===== config.mk =====
export PLATFORM = sky130hd
export DESIGN_NAME = mqtt_connect_validator
export DESIGN_NICKNAME = d
export VERILOG_FILES = /design/src/mcv_pkg.sv /design/src/mcv_parser.sv /design/src/mcv_out_buf.sv /design/src/mqtt_connect_validator.sv
export SDC_FILE = /design/constraint.sdc
export NUM_CORES = 1
export LEC_CHECK = 0
export BUFFER_PORTS_ARGS = -buffer_cell sky130_fd_sc_hd__buf_2
export CAP_MARGIN = 20
export CORE_MARGIN = 2
export CORE_UTILIZATION = 54
export CTS_BUF_LIST = sky130_fd_sc_hd__clkbuf_8 sky130_fd_sc_hd__clkbuf_16
export DETAILED_ROUTE_END_ITERATION = 7
export GPL_TIMING_DRIVEN = 0
export PLACE_DENSITY = 0.73
export SLEW_MARGIN = 25
export SYNTH_ARGS = -nofsm -noshare
export SYNTH_HDL_FRONTEND = slang
export SYNTH_SLANG_ARGS = --single-unit

===== constraint.sdc =====
create_clock -name clk -period 7.07 [get_ports clk]
set_input_delay 2.121 -clock clk [delete_from_list [all_inputs] [get_ports clk]]
set_output_delay 2.121 -clock clk [all_outputs]
set_load 0.01 [all_outputs]

===== src/mcv_pkg.sv =====
// ----------------------------------------------------------------------------
// MQTT CONNECT validator package
// Payload types, error codes and configuration defaults shared by the block.
// ----------------------------------------------------------------------------
package mcv_pkg;

  localparam int IdLenWidth = 16;

  localparam logic [IdLenWidth-1:0] MAX_ID_LEN_DEFAULT = 16'd23;

  localparam logic [3:0] ERR_OK           = 4'd0;
  localparam logic [3:0] ERR_NAME_LEN     = 4'd1;
  localparam logic [3:0] ERR_NAME         = 4'd2;
  localparam logic [3:0] ERR_RESERVED     = 4'd3;
  localparam logic [3:0] ERR_WILL_FLAGS   = 4'd4;
  localparam logic [3:0] ERR_WILL_UNSUPP  = 4'd5;
  localparam logic [3:0] ERR_PROP_LEN     = 4'd6;
  localparam logic [3:0] ERR_BAD_PROP     = 4'd7;
  localparam logic [3:0] ERR_ID_LONG      = 4'd8;
  localparam logic [3:0] ERR_ID_CHAR      = 4'd9;
  localparam logic [3:0] ERR_LENGTH       = 4'd10;

  typedef struct packed {
    logic [7:0] data_byte;
    logic       end_of_packet;
  } in_t;

  typedef struct packed {
    logic                  accepted;
    logic [3:0]            error_code;
    logic [7:0]            protocol_level;
    logic [15:0]           keep_alive_seconds;
    logic                  clean_start;
    logic                  has_username;
    logic                  has_password;
    logic [IdLenWidth-1:0] client_id_length;
  } out_t;

endpackage


===== src/mcv_parser.sv =====
// ----------------------------------------------------------------------------
// MQTT CONNECT byte parser
// Per-byte state machine that walks the CONNECT header fields and builds the
// verdict when the last byte of a packet is taken.
// ----------------------------------------------------------------------------
module mcv_parser (
  input  logic                            clk,
  input  logic                            rst,
  input  logic                            take,
  input  mcv_pkg::in_t                    item,
  input  logic [mcv_pkg::IdLenWidth-1:0]  max_id_len,
  output logic                            result_valid,
  output mcv_pkg::out_t                   result
);

  localparam logic [4:0] PH_FH0       = 5'd0;
  localparam logic [4:0] PH_FH1       = 5'd1;
  localparam logic [4:0] PH_NL_HI     = 5'd2;
  localparam logic [4:0] PH_NL_LO     = 5'd3;
  localparam logic [4:0] PH_NAME0     = 5'd4;
  localparam logic [4:0] PH_NAME1     = 5'd5;
  localparam logic [4:0] PH_NAME2     = 5'd6;
  localparam logic [4:0] PH_NAME3     = 5'd7;
  localparam logic [4:0] PH_VERSION   = 5'd8;
  localparam logic [4:0] PH_FLAGS     = 5'd9;
  localparam logic [4:0] PH_KA_HI     = 5'd10;
  localparam logic [4:0] PH_KA_LO     = 5'd11;
  localparam logic [4:0] PH_PROP_LEN  = 5'd12;
  localparam logic [4:0] PH_PROP_ID   = 5'd13;
  localparam logic [4:0] PH_PROP_DATA = 5'd14;
  localparam logic [4:0] PH_ID_HI     = 5'd15;
  localparam logic [4:0] PH_ID_LO     = 5'd16;
  localparam logic [4:0] PH_ID_DATA   = 5'd17;
  localparam logic [4:0] PH_USER_HI   = 5'd18;
  localparam logic [4:0] PH_USER_LO   = 5'd19;
  localparam logic [4:0] PH_USER_DATA = 5'd20;
  localparam logic [4:0] PH_PASS_HI   = 5'd21;
  localparam logic [4:0] PH_PASS_LO   = 5'd22;
  localparam logic [4:0] PH_PASS_DATA = 5'd23;
  localparam logic [4:0] PH_DONE      = 5'd24;

  localparam logic [7:0] VERSION_5    = 8'd5;

  logic [4:0]  parse_phase;
  logic [15:0] field_countdown;
  logic [6:0]  property_bytes_left;
  logic [7:0]  length_high_byte;
  logic [3:0]  error_latch;
  logic [7:0]  version_reg;
  logic [15:0] keep_alive_reg;
  logic [7:0]  flags_reg;
  logic [15:0] id_length_reg;

  logic [4:0]  parse_phase_next;
  logic [15:0] field_countdown_next;
  logic [6:0]  property_bytes_left_next;
  logic [7:0]  length_high_byte_next;
  logic [3:0]  error_latch_next;
  logic [7:0]  version_reg_next;
  logic [15:0] keep_alive_reg_next;
  logic [7:0]  flags_reg_next;
  logic [15:0] id_length_reg_next;

  logic [7:0]  b;
  logic [15:0] len;
  logic [6:0]  prop_dec;
  logic [15:0] count_dec;
  logic [2:0]  prop_sz;
  logic [7:0]  name_char;
  logic [3:0]  final_err;

  function automatic logic [2:0] prop_size(input logic [7:0] id);
    logic [2:0] sz;
    case (id)
      8'h11:   sz = 3'd4;
      8'h21:   sz = 3'd2;
      8'h27:   sz = 3'd4;
      8'h22:   sz = 3'd2;
      8'h19:   sz = 3'd1;
      8'h17:   sz = 3'd1;
      default: sz = 3'd0;
    endcase
    return sz;
  endfunction

  function automatic logic is_alnum(input logic [7:0] c);
    return (c >= "0" && c <= "9") || (c >= "a" && c <= "z") || (c >= "A" && c <= "Z");
  endfunction

  function automatic logic [4:0] after_username(input logic [7:0] flags);
    return flags[6] ? PH_PASS_HI : PH_DONE;
  endfunction

  function automatic logic [4:0] after_client_id(input logic [7:0] flags);
    return flags[7] ? PH_USER_HI : after_username(flags);
  endfunction

  assign b         = item.data_byte;
  assign len       = {length_high_byte, b};
  assign prop_dec  = property_bytes_left - 7'd1;
  assign count_dec = field_countdown - 16'd1;
  assign prop_sz   = prop_size(b);

  always_comb begin
    case (parse_phase[1:0])
      2'd0:    name_char = "M";
      2'd1:    name_char = "Q";
      default: name_char = "T";
    endcase
  end

  always_comb begin
    parse_phase_next         = parse_phase;
    field_countdown_next     = field_countdown;
    property_bytes_left_next = property_bytes_left;
    length_high_byte_next    = length_high_byte;
    error_latch_next         = error_latch;
    version_reg_next         = version_reg;
    keep_alive_reg_next      = keep_alive_reg;
    flags_reg_next           = flags_reg;
    id_length_reg_next       = id_length_reg;

    if (error_latch == mcv_pkg::ERR_OK) begin
      unique case (parse_phase)
        PH_FH0: parse_phase_next = PH_FH1;
        PH_FH1: parse_phase_next = PH_NL_HI;
        PH_NL_HI, PH_KA_HI, PH_ID_HI, PH_USER_HI, PH_PASS_HI: begin
          length_high_byte_next = b;
          parse_phase_next      = parse_phase + 5'd1;
        end
        PH_NL_LO: begin
          if (len != 16'd4) error_latch_next = mcv_pkg::ERR_NAME_LEN;
          else parse_phase_next = PH_NAME0;
        end
        PH_NAME0, PH_NAME1, PH_NAME2, PH_NAME3: begin
          if (b != name_char) error_latch_next = mcv_pkg::ERR_NAME;
          else parse_phase_next = parse_phase + 5'd1;
        end
        PH_VERSION: begin
          version_reg_next = b;
          parse_phase_next = PH_FLAGS;
        end
        PH_FLAGS: begin
          flags_reg_next = b;
          if (b[0]) error_latch_next = mcv_pkg::ERR_RESERVED;
          else if (!b[2]) begin
            if ((b & 8'h38) != 8'h00) error_latch_next = mcv_pkg::ERR_WILL_FLAGS;
            else parse_phase_next = PH_KA_HI;
          end else if ((b & 8'h18) == 8'h18) error_latch_next = mcv_pkg::ERR_WILL_FLAGS;
          else error_latch_next = mcv_pkg::ERR_WILL_UNSUPP;
        end
        PH_KA_LO: begin
          keep_alive_reg_next = len;
          parse_phase_next    = (version_reg == VERSION_5) ? PH_PROP_LEN : PH_ID_HI;
        end
        PH_PROP_LEN: begin
          if (b[7]) error_latch_next = mcv_pkg::ERR_PROP_LEN;
          else begin
            property_bytes_left_next = b[6:0];
            parse_phase_next = (b[6:0] != 7'd0) ? PH_PROP_ID : PH_ID_HI;
          end
        end
        PH_PROP_ID: begin
          property_bytes_left_next = prop_dec;
          if (prop_sz == 3'd0) error_latch_next = mcv_pkg::ERR_BAD_PROP;
          else if ({4'd0, prop_sz} > prop_dec) error_latch_next = mcv_pkg::ERR_PROP_LEN;
          else begin
            field_countdown_next = {13'd0, prop_sz};
            parse_phase_next     = PH_PROP_DATA;
          end
        end
        PH_PROP_DATA: begin
          field_countdown_next     = count_dec;
          property_bytes_left_next = prop_dec;
          if (count_dec == 16'd0) begin
            parse_phase_next = (prop_dec != 7'd0) ? PH_PROP_ID : PH_ID_HI;
          end
        end
        PH_ID_LO: begin
          id_length_reg_next = len;
          if (len > max_id_len) error_latch_next = mcv_pkg::ERR_ID_LONG;
          else if (len == 16'd0) parse_phase_next = after_client_id(flags_reg);
          else begin
            field_countdown_next = len;
            parse_phase_next     = PH_ID_DATA;
          end
        end
        PH_ID_DATA: begin
          if (!is_alnum(b)) error_latch_next = mcv_pkg::ERR_ID_CHAR;
          else begin
            field_countdown_next = count_dec;
            if (count_dec == 16'd0) parse_phase_next = after_client_id(flags_reg);
          end
        end
        PH_USER_LO: begin
          if (len == 16'd0) parse_phase_next = after_username(flags_reg);
          else begin
            field_countdown_next = len;
            parse_phase_next     = PH_USER_DATA;
          end
        end
        PH_USER_DATA: begin
          field_countdown_next = count_dec;
          if (count_dec == 16'd0) parse_phase_next = after_username(flags_reg);
        end
        PH_PASS_LO: begin
          if (len == 16'd0) parse_phase_next = PH_DONE;
          else begin
            field_countdown_next = len;
            parse_phase_next     = PH_PASS_DATA;
          end
        end
        PH_PASS_DATA: begin
          field_countdown_next = count_dec;
          if (count_dec == 16'd0) parse_phase_next = PH_DONE;
        end
        default: error_latch_next = mcv_pkg::ERR_LENGTH;
      endcase
    end
  end

  always_comb begin
    final_err = error_latch_next;
    if (error_latch_next == mcv_pkg::ERR_OK && parse_phase_next != PH_DONE) begin
      final_err = mcv_pkg::ERR_LENGTH;
    end
  end

  assign result_valid              = take && item.end_of_packet;
  assign result.accepted           = (final_err == mcv_pkg::ERR_OK);
  assign result.error_code         = final_err;
  assign result.protocol_level     = version_reg_next;
  assign result.keep_alive_seconds = keep_alive_reg_next;
  assign result.clean_start        = flags_reg_next[1];
  assign result.has_username       = flags_reg_next[7];
  assign result.has_password       = flags_reg_next[6];
  assign result.client_id_length   = id_length_reg_next;

  always_ff @(posedge clk) begin
    if (rst || (take && item.end_of_packet)) begin
      parse_phase         <= PH_FH0;
      field_countdown     <= '0;
      property_bytes_left <= '0;
      length_high_byte    <= '0;
      error_latch         <= mcv_pkg::ERR_OK;
      version_reg         <= '0;
      keep_alive_reg      <= '0;
      flags_reg           <= '0;
      id_length_reg       <= '0;
    end else if (take) begin
      parse_phase         <= parse_phase_next;
      field_countdown     <= field_countdown_next;
      property_bytes_left <= property_bytes_left_next;
      length_high_byte    <= length_high_byte_next;
      error_latch         <= error_latch_next;
      version_reg         <= version_reg_next;
      keep_alive_reg      <= keep_alive_reg_next;
      flags_reg           <= flags_reg_next;
      id_length_reg       <= id_length_reg_next;
    end
  end

endmodule


===== src/mcv_out_buf.sv =====
// ----------------------------------------------------------------------------
// MQTT CONNECT validator result buffer
// Two-entry output register with skid stage for the verdict words.
// ----------------------------------------------------------------------------
module mcv_out_buf (
  input  logic          clk,
  input  logic          rst,
  input  logic          push,
  input  mcv_pkg::out_t push_data,
  output logic          space,
  output logic          out_valid,
  input  logic          out_ready,
  output mcv_pkg::out_t out_data
);

  logic          head_valid;
  logic          skid_valid;
  mcv_pkg::out_t head_data;
  mcv_pkg::out_t skid_data;

  logic          head_valid_next;
  logic          skid_valid_next;
  mcv_pkg::out_t head_data_next;
  mcv_pkg::out_t skid_data_next;
  logic          pop;

  assign pop       = head_valid && out_ready;
  assign space     = !skid_valid;
  assign out_valid = head_valid;
  assign out_data  = head_data;

  always_comb begin
    head_valid_next = head_valid;
    skid_valid_next = skid_valid;
    head_data_next  = head_data;
    skid_data_next  = skid_data;
    if (pop) begin
      if (skid_valid) begin
        head_data_next  = skid_data;
        skid_valid_next = push;
        skid_data_next  = push_data;
      end else begin
        head_valid_next = push;
        head_data_next  = push_data;
      end
    end else if (push) begin
      if (!head_valid) begin
        head_valid_next = 1'b1;
        head_data_next  = push_data;
      end else begin
        skid_valid_next = 1'b1;
        skid_data_next  = push_data;
      end
    end
  end

  always_ff @(posedge clk) begin
    if (rst) begin
      head_valid <= 1'b0;
      skid_valid <= 1'b0;
    end else begin
      head_valid <= head_valid_next;
      skid_valid <= skid_valid_next;
    end
    head_data <= head_data_next;
    skid_data <= skid_data_next;
  end

endmodule


===== src/mqtt_connect_validator.sv =====
// ----------------------------------------------------------------------------
// MQTT CONNECT validator
// Checks one CONNECT packet, one byte per word, and returns one verdict word
// when the word marked as the end of the packet has been taken.
//
//   Channel   Signals                              Direction
//   in        in_valid, in_ready, in_data          packet bytes in
//   out       out_valid, out_ready, out_data       verdict words out
//   cfg       cfg_we, cfg_data                     client ID length limit
//
// One word is taken every cycle while the buffer has space; the byte state
// machine updates on each taken word. A verdict word enters the result
// buffer when its end word is taken and is shown once earlier verdicts leave.
// A two-entry result buffer keeps input flowing while a verdict waits; input
// stalls only when both entries are full.
// Reset is synchronous and sets the limit to 23 and the parser to its start.
// ----------------------------------------------------------------------------
module mqtt_connect_validator (
  input  logic                           clk,
  input  logic                           rst,
  input  logic                           in_valid,
  output logic                           in_ready,
  input  mcv_pkg::in_t                   in_data,
  output logic                           out_valid,
  input  logic                           out_ready,
  output mcv_pkg::out_t                  out_data,
  input  logic                           cfg_we,
  input  logic [mcv_pkg::IdLenWidth-1:0] cfg_data
);

  logic [mcv_pkg::IdLenWidth-1:0] max_client_id_length;
  logic                           take;
  logic                           result_valid;
  mcv_pkg::out_t                  result;

  assign take = in_valid && in_ready;

  always_ff @(posedge clk) begin
    if (rst) begin
      max_client_id_length <= mcv_pkg::MAX_ID_LEN_DEFAULT;
    end else if (cfg_we) begin
      max_client_id_length <= cfg_data;
    end
  end

  mcv_parser u_parser (
    .clk          (clk),
    .rst          (rst),
    .take         (take),
    .item         (in_data),
    .max_id_len   (max_client_id_length),
    .result_valid (result_valid),
    .result       (result)
  );

  mcv_out_buf u_out_buf (
    .clk       (clk),
    .rst       (rst),
    .push      (result_valid),
    .push_data (result),
    .space     (in_ready),
    .out_valid (out_valid),
    .out_ready (out_ready),
    .out_data  (out_data)
  );

  a_stall_only_when_full: assert property (@(posedge clk) disable iff (rst)
    !in_ready |-> out_valid)
    else $error("Input stalled while no verdict is pending.");

  a_accept_matches_code: assert property (@(posedge clk) disable iff (rst)
    out_valid |-> (out_data.accepted == (out_data.error_code == mcv_pkg::ERR_OK)))
    else $error("Accepted flag disagrees with the error code.");

  a_code_in_range: assert property (@(posedge clk) disable iff (rst)
    out_valid |-> (out_data.error_code <= mcv_pkg::ERR_LENGTH))
    else $error("Error code out of range.");

  a_limit_reset: assert property (@(posedge clk)
    rst |=> (max_client_id_length == mcv_pkg::MAX_ID_LEN_DEFAULT))
    else $error("Client ID limit not restored by reset.");

endmodule

### Yosys cells after proc, flatten, opt, wreduce, memory -nomap -nowiden

Index checks and enable logic that the tools add are counted.

* register bits after elaboration: 202
* input bits: 30
* output and inout bits: 50
* logic and storage cells: 197

* add/sub/neg operators: 3
* $lt $le $gt $ge: 8
* equality and inequality tests: 43
* mux-type cells: 71
* reduce and logical (&&, ||, !) cells: 43

Operators with widths (number)
* $mux 48: 8
* $mux 16: 9
* $mux 5: 17
* $pmux 5 s17: 1
* $pmux 16 s5: 1
* $mux 4: 15
* $eq 5x4->1 const B: 8
* $eq 5x5->1 const B: 8
* $logic_not 16->1: 2
* $mux 8: 4
* $pmux 4 s8: 1
* $eq 8x5->1 const B: 3
* $eq 8x6->1 const B: 3
* $eq 5x3->1 const B: 4
* $ge 8x7->1 const B: 2
* $gt 16x16->1: 1
* $le 8x7->1 const B: 2
* $ne 16x3->1 const B: 1
* $sub 16x1->16 const B: 1
* $pmux 7 s2: 1
* $reduce_bool 7->1: 2
* $reduce_or 14->1: 1
* $logic_not 4->1: 3
* $ne 2x2->1 const B: 6
* other kinds (35): 64

### Logic depth before layout (Yosys ltp)

* depth in word-level cells: 15
* mapped depth: 16
* depth with buffers taken out: 13

### Modules after synthesis

Synthesis repeated with hierarchy kept, for this count alone.

* cell total of the unflattened synthesis: 1058
* area, all modules: 10527.6 µm²

By module, submodules not included
* mcv_parser: instances 1, cells an instance 842, area an instance 6269.8 µm²
* mcv_out_buf: instances 1, cells an instance 163, area an instance 3662.3 µm²
* mqtt_connect_validator: instances 1, cells an instance 53, area an instance 595.6 µm²

### Least setup slack after synthesis

OpenSTA, ideal clock, no wires.

* path kind: input port to flip-flop
* from: input port in_valid
* to: register u_out_buf.head_data (netlist bit u_out_buf.out_data[0]), enable pin
* setup time: 0.520 ns
* data arrival time: 6.073 ns
* data required time: 6.550 ns
* slack: 0.477 ns
* stages on the path: 4
* buffers on the path: 1
* path through: nor2b_1 -> clkbuf_1 -> nand2_1 -> o21ai_0

* longest elaborated chain between the ends: 4

RTL lines
* start: declaration: RTL line mqtt_connect_validator.sv:21 `input logic in_valid,`
* $logic_and 1x1->1: RTL line mqtt_connect_validator.sv:36 `assign take = in_valid && in_ready;`
* $logic_and 1x1->1: RTL line mcv_parser.sv:229 `assign result_valid = take && item.end_of_packet;`
* $reduce_bool 2->1 (no source line)
* $reduce_and 2->1 (no source line)
* end signal: assignment: RTL line mcv_out_buf.sv:65 `head_data <= head_data_next;`
* end: declaration: RTL line mcv_out_buf.sv:18 `mcv_pkg::out_t head_data;`

Every way passes these cells.
A chain may end at the register's enable or synchronous reset.

==> results by group <==
Timing
  • Fmax: 164 MHz
  • Hold Vio Cnt, Final: 0
  • Final setup TNS: 0 ps
  • Final Max Slew Viols: 0
  • RSZ-0062 raised after global routing: no
  • Worst Tran Pin Value: 986 ps
  • Worst rel slew slack: 0.337
  • Minimum clock period after layout: 6100 ps
  • Tcrit/Tclk final: 0.863
  • Layout Skew: 14.7 ps
  • Final setup violating endpoints: 0

Routing
  • Routed WL: 28400 um
  • First DRT Iteration DRCs: 855
  • WL/cell: 18.5 um
  • Drt via density: 5.98
  • Via count: 9163
  • Drt pass-1 iters: 5
  • Post-route ant nets: 0
  • Drt drc: 0

Power and ir drop
  • Switching part of the total power: 0.326
  • Power per Cell Area: 248 mW/mm^2
  • Peak VDD IR: 179 uV
  • Clk pwr share: 0.341
  • Flop pwr share: 0.439
  • Gate power share: 0.220
  • Pleak: 5.04 nW
  • Sw power: 0.970 mW
  • Total internal power: 2.00 mW

Clock network
  • CTS tree: yes
  • Clock Tree Buf Depth: 2
  • CTS clk-pin slew, worst paths: 80 ps
  • Post-CTS Setup Inserts: 0
  • Clock sinks: 197
  • TritonCTS Buffers: 17
  • Clk root buf: clkbuf_16
  • Latest clock arrival within the worst-skew pair: 450 ps
  • # H-tree levels: 4
  • CTS Hold Bufs: 0
  • Post-CTS Resized: 0

Setup path
  • Reg2reg start: u_parser.property_bytes_left[0]$_SDFFE_PP0P_
  • Crit Path Class: input pin to register
  • Worst Setup Start Kind: input pin
  • CP delay by family, top: compound AO/OA/AOI/OAI gates
  • Worst setup EP type: register
  • Crit path largest cell delay: 710 ps
  • FF-to-FF setup slack: 2820 ps
  • Crit path top cell by count: clkbuf_1
  • Reg2Reg Depth: 13
  • Critical path arrival: 6260 ps
  • R2R Path End: u_out_buf.out_data[46]$_DFFE_PP_
  • Worst path cell trace: buf_2, clkbuf_1, clkbuf_1, nand2_1, a2111o_1, ha_1, nor2b_1, o21ai_0, a32oi_1, a21boi_1, a221oi_1, o2bb2ai_1, or3_4, nor4_4, a21oi_1
  • WP buf/inv: 3
  • Worst EP required: 7230 ps
  • Critical-path top delay cell: clkbuf_1
  • Max FO, Critical Path: 10

Die
  • Num ports: 80
  • Count of standard-cell rows: 51
  • Die height: 144 um
  • Die width: 144 um
  • Initial Util: 0.546
  • Core box area: 0.0193 mm^2
  • Die ar.: 0.0206 mm^2

Global route
  • Gr ovfl total: 0
  • First-pass GRT wire length: 45200 um
  • Largest net degree at the start of global routing: 26
  • Total Routing Usage GR: 0.282
  • Antenna violations before repair: 0
  • Vias in the first global route: 8352

Placed design
  • GPL Wtd Cong: 1.03
  • Placed cell count: 1499
  • Hpwl dp: 20700 um
  • Number of I/O port buffers: 77

Yosys
  • EDFF count, synth: 96
  • Cells after Synth: 1153
  • Primary FF master, synth: dfxtp_1
  • Post-Syn Area: 0.0105 mm^2
  • Syn Nets: 1212
  • Syn Area/Cell: 9.12 um^2
  • Netlist cell types: 83
  • #FFs+latches synth: 197
  • Async S/R FF share, synth: 0
  • Ys Warns: 0
  • Sequential-to-total area share from yosys stat: 0.466

Final layout
  • Leading cell type in the layout, fill and taps excluded: nor2_1
  • Share of post-route cells with drive strength above 1: 0.115
  • Fillers: 1623
  • FF/Latch Area: 0.00490 mm^2
  • Nets: 1312
  • Most frequent cells in the layout: nor2_1, dfxtp_1, edfxtp_1
  • Area growth syn-to-layout: 14.1%
  • Top Registers: u_out_buf.out_data (48), u_out_buf.skid_data (48)
  • Non-filler cells, final: 1531
  • # diodes: 0
  • Area of the multi-input gates: 0.00500 mm^2

Min path
  • Hold Crit Endpoint: u_parser.id_length_reg[11]$_SDFFE_PP0P_
  • Hold Crit Class: register to register
  • HP Start: u_parser.id_length_reg[11]$_SDFFE_PP0P_
  • Worst hold stages: 2

Flow run
  • Total of max-cap violations: 0

Run status
  • Status: finished clean
## routing by layer
metal / vias up / global-route usage / routed length (um)
met2: 371 / 0.471 / 13600
met1: 4347 / 0.380 / 12300
met5: - / 0 / 0
met3: 56 / 0.0383 / 1830
met4: 0 / 0.0934 / 727
li1: 4389 / - / -
## synth_stat cells (all sizes together) (5+ instances only)
| cell | count | share of area |
|---|---|---|
| o21a | 6 | 0.0043 |
| o31ai | 7 | 0.0050 |
| inv | 80 | 0.029 |
| nand4 | 16 | 0.0095 |
| nor3 | 19 | 0.010 |
| nor4 | 16 | 0.011 |
| edfxtp | 96 | 0.27 |
| nor3b | 5 | 0.0045 |
| and3 | 9 | 0.0055 |
| a31oi | 6 | 0.0036 |
| nand2 | 66 | 0.024 |
| mux2i | 59 | 0.056 |
| ha | 29 | 0.034 |
| nand3 | 12 | 0.0057 |
| a211oi | 60 | 0.043 |
| or4 | 6 | 0.0046 |
| nor2 | 191 | 0.068 |
| o21ai | 36 | 0.017 |
| nor4b | 5 | 0.0042 |
| or2 | 5 | 0.0030 |
| nor2b | 9 | 0.0054 |
| buf | 12 | 0.0063 |
| dfxtp | 101 | 0.19 |
| or3 | 10 | 0.0064 |
| xnor2 | 11 | 0.0092 |
| a221oi | 6 | 0.0050 |
| nand2b | 10 | 0.0059 |
| o211ai | 12 | 0.0086 |
| clkbuf | 70 | 0.025 |
| a2bb2oi | 5 | 0.0042 |
| a21oi | 85 | 0.041 |
| a22oi | 17 | 0.012 |
## worst reg2reg max path, cell delays in order, from the launching register on
cell and delay, ps:
dfxtp_1 340, clkbuf_1 300, inv_1 130, ha_1 210, clkbuf_1 200, o21bai_1 230, a311o_1 370, a32oi_1 340
a21boi_1 250, a221oi_1 510, o2bb2ai_1 140, or3_4 440, nor4_4 320, a21oi_1 190
## area by class of cell
cell class,count,area share
inverters,81,0.0253
plain buffers,82,0.0275
clock inverters,15,0.0171
multi-input cells,793,0.417
flip-flops and latches,197,0.409
well taps,265,0.0276
clock buffers,17,0.0354
repair buffers,81,0.0413
## kinds of logic after synthesis
group / share of synthesized area
simple gates: 0.183
compound gates: 0.189
mux: 0.0561
xor+xnor: 0.0108
buf+inv: 0.0603
fa+ha+maj: 0.0345
flops: 0.466
## how the worst max path moves through the flow
stage	from	end	slack [ps]	depth (start not counted)
after floorplan	in_valid	u_out_buf.out_data[0]$_DFFE_PP_	480	4
after global placement	in_valid	u_out_buf.out_data[10]$_DFFE_PP_	-1020	5
after detailed placement	in_data[4]	u_out_buf.out_data[46]$_DFFE_PP_	690	15
after CTS	in_data[4]	u_out_buf.out_data[46]$_DFFE_PP_	1130	15
after global routing	in_data[4]	u_out_buf.out_data[46]$_DFFE_PP_	880	15
final	in_data[4]	u_out_buf.out_data[46]$_DFFE_PP_	970	15
## power by group through the flow
| stage | sequential, mW | combinational [mW] | clock [mW] |
|---|---|---|---|
| final | 1.30 | 0.655 | 1.01 |
| after CTS | 1.30 | 0.639 | 1.03 |
| after global routing | 1.31 | 0.708 | 1.07 |
| after global placement | 1.33 | 0.623 | 0 |
| after floorplan | 1.34 | 0.434 | 0 |
| after detailed placement | 1.33 | 0.635 | 0 |
## per-stage QoR
stage	utilization	hold slack (ps)	area, um^2	total power [mW]	setup WS [ps]
3_3_place_gp	0.583	473	11200	1.96	-1020
4_1_cts	0.623	493	12000	2.97	1130
2_1_floorplan	-	445	10500	1.77	477
5_1_grt	0.623	507	12000	3.09	877
3_5_place_dp	0.590	482	11400	1.96	693
6_report	0.623	496	12000	2.97	970
(Power assumes the default switching activity.)
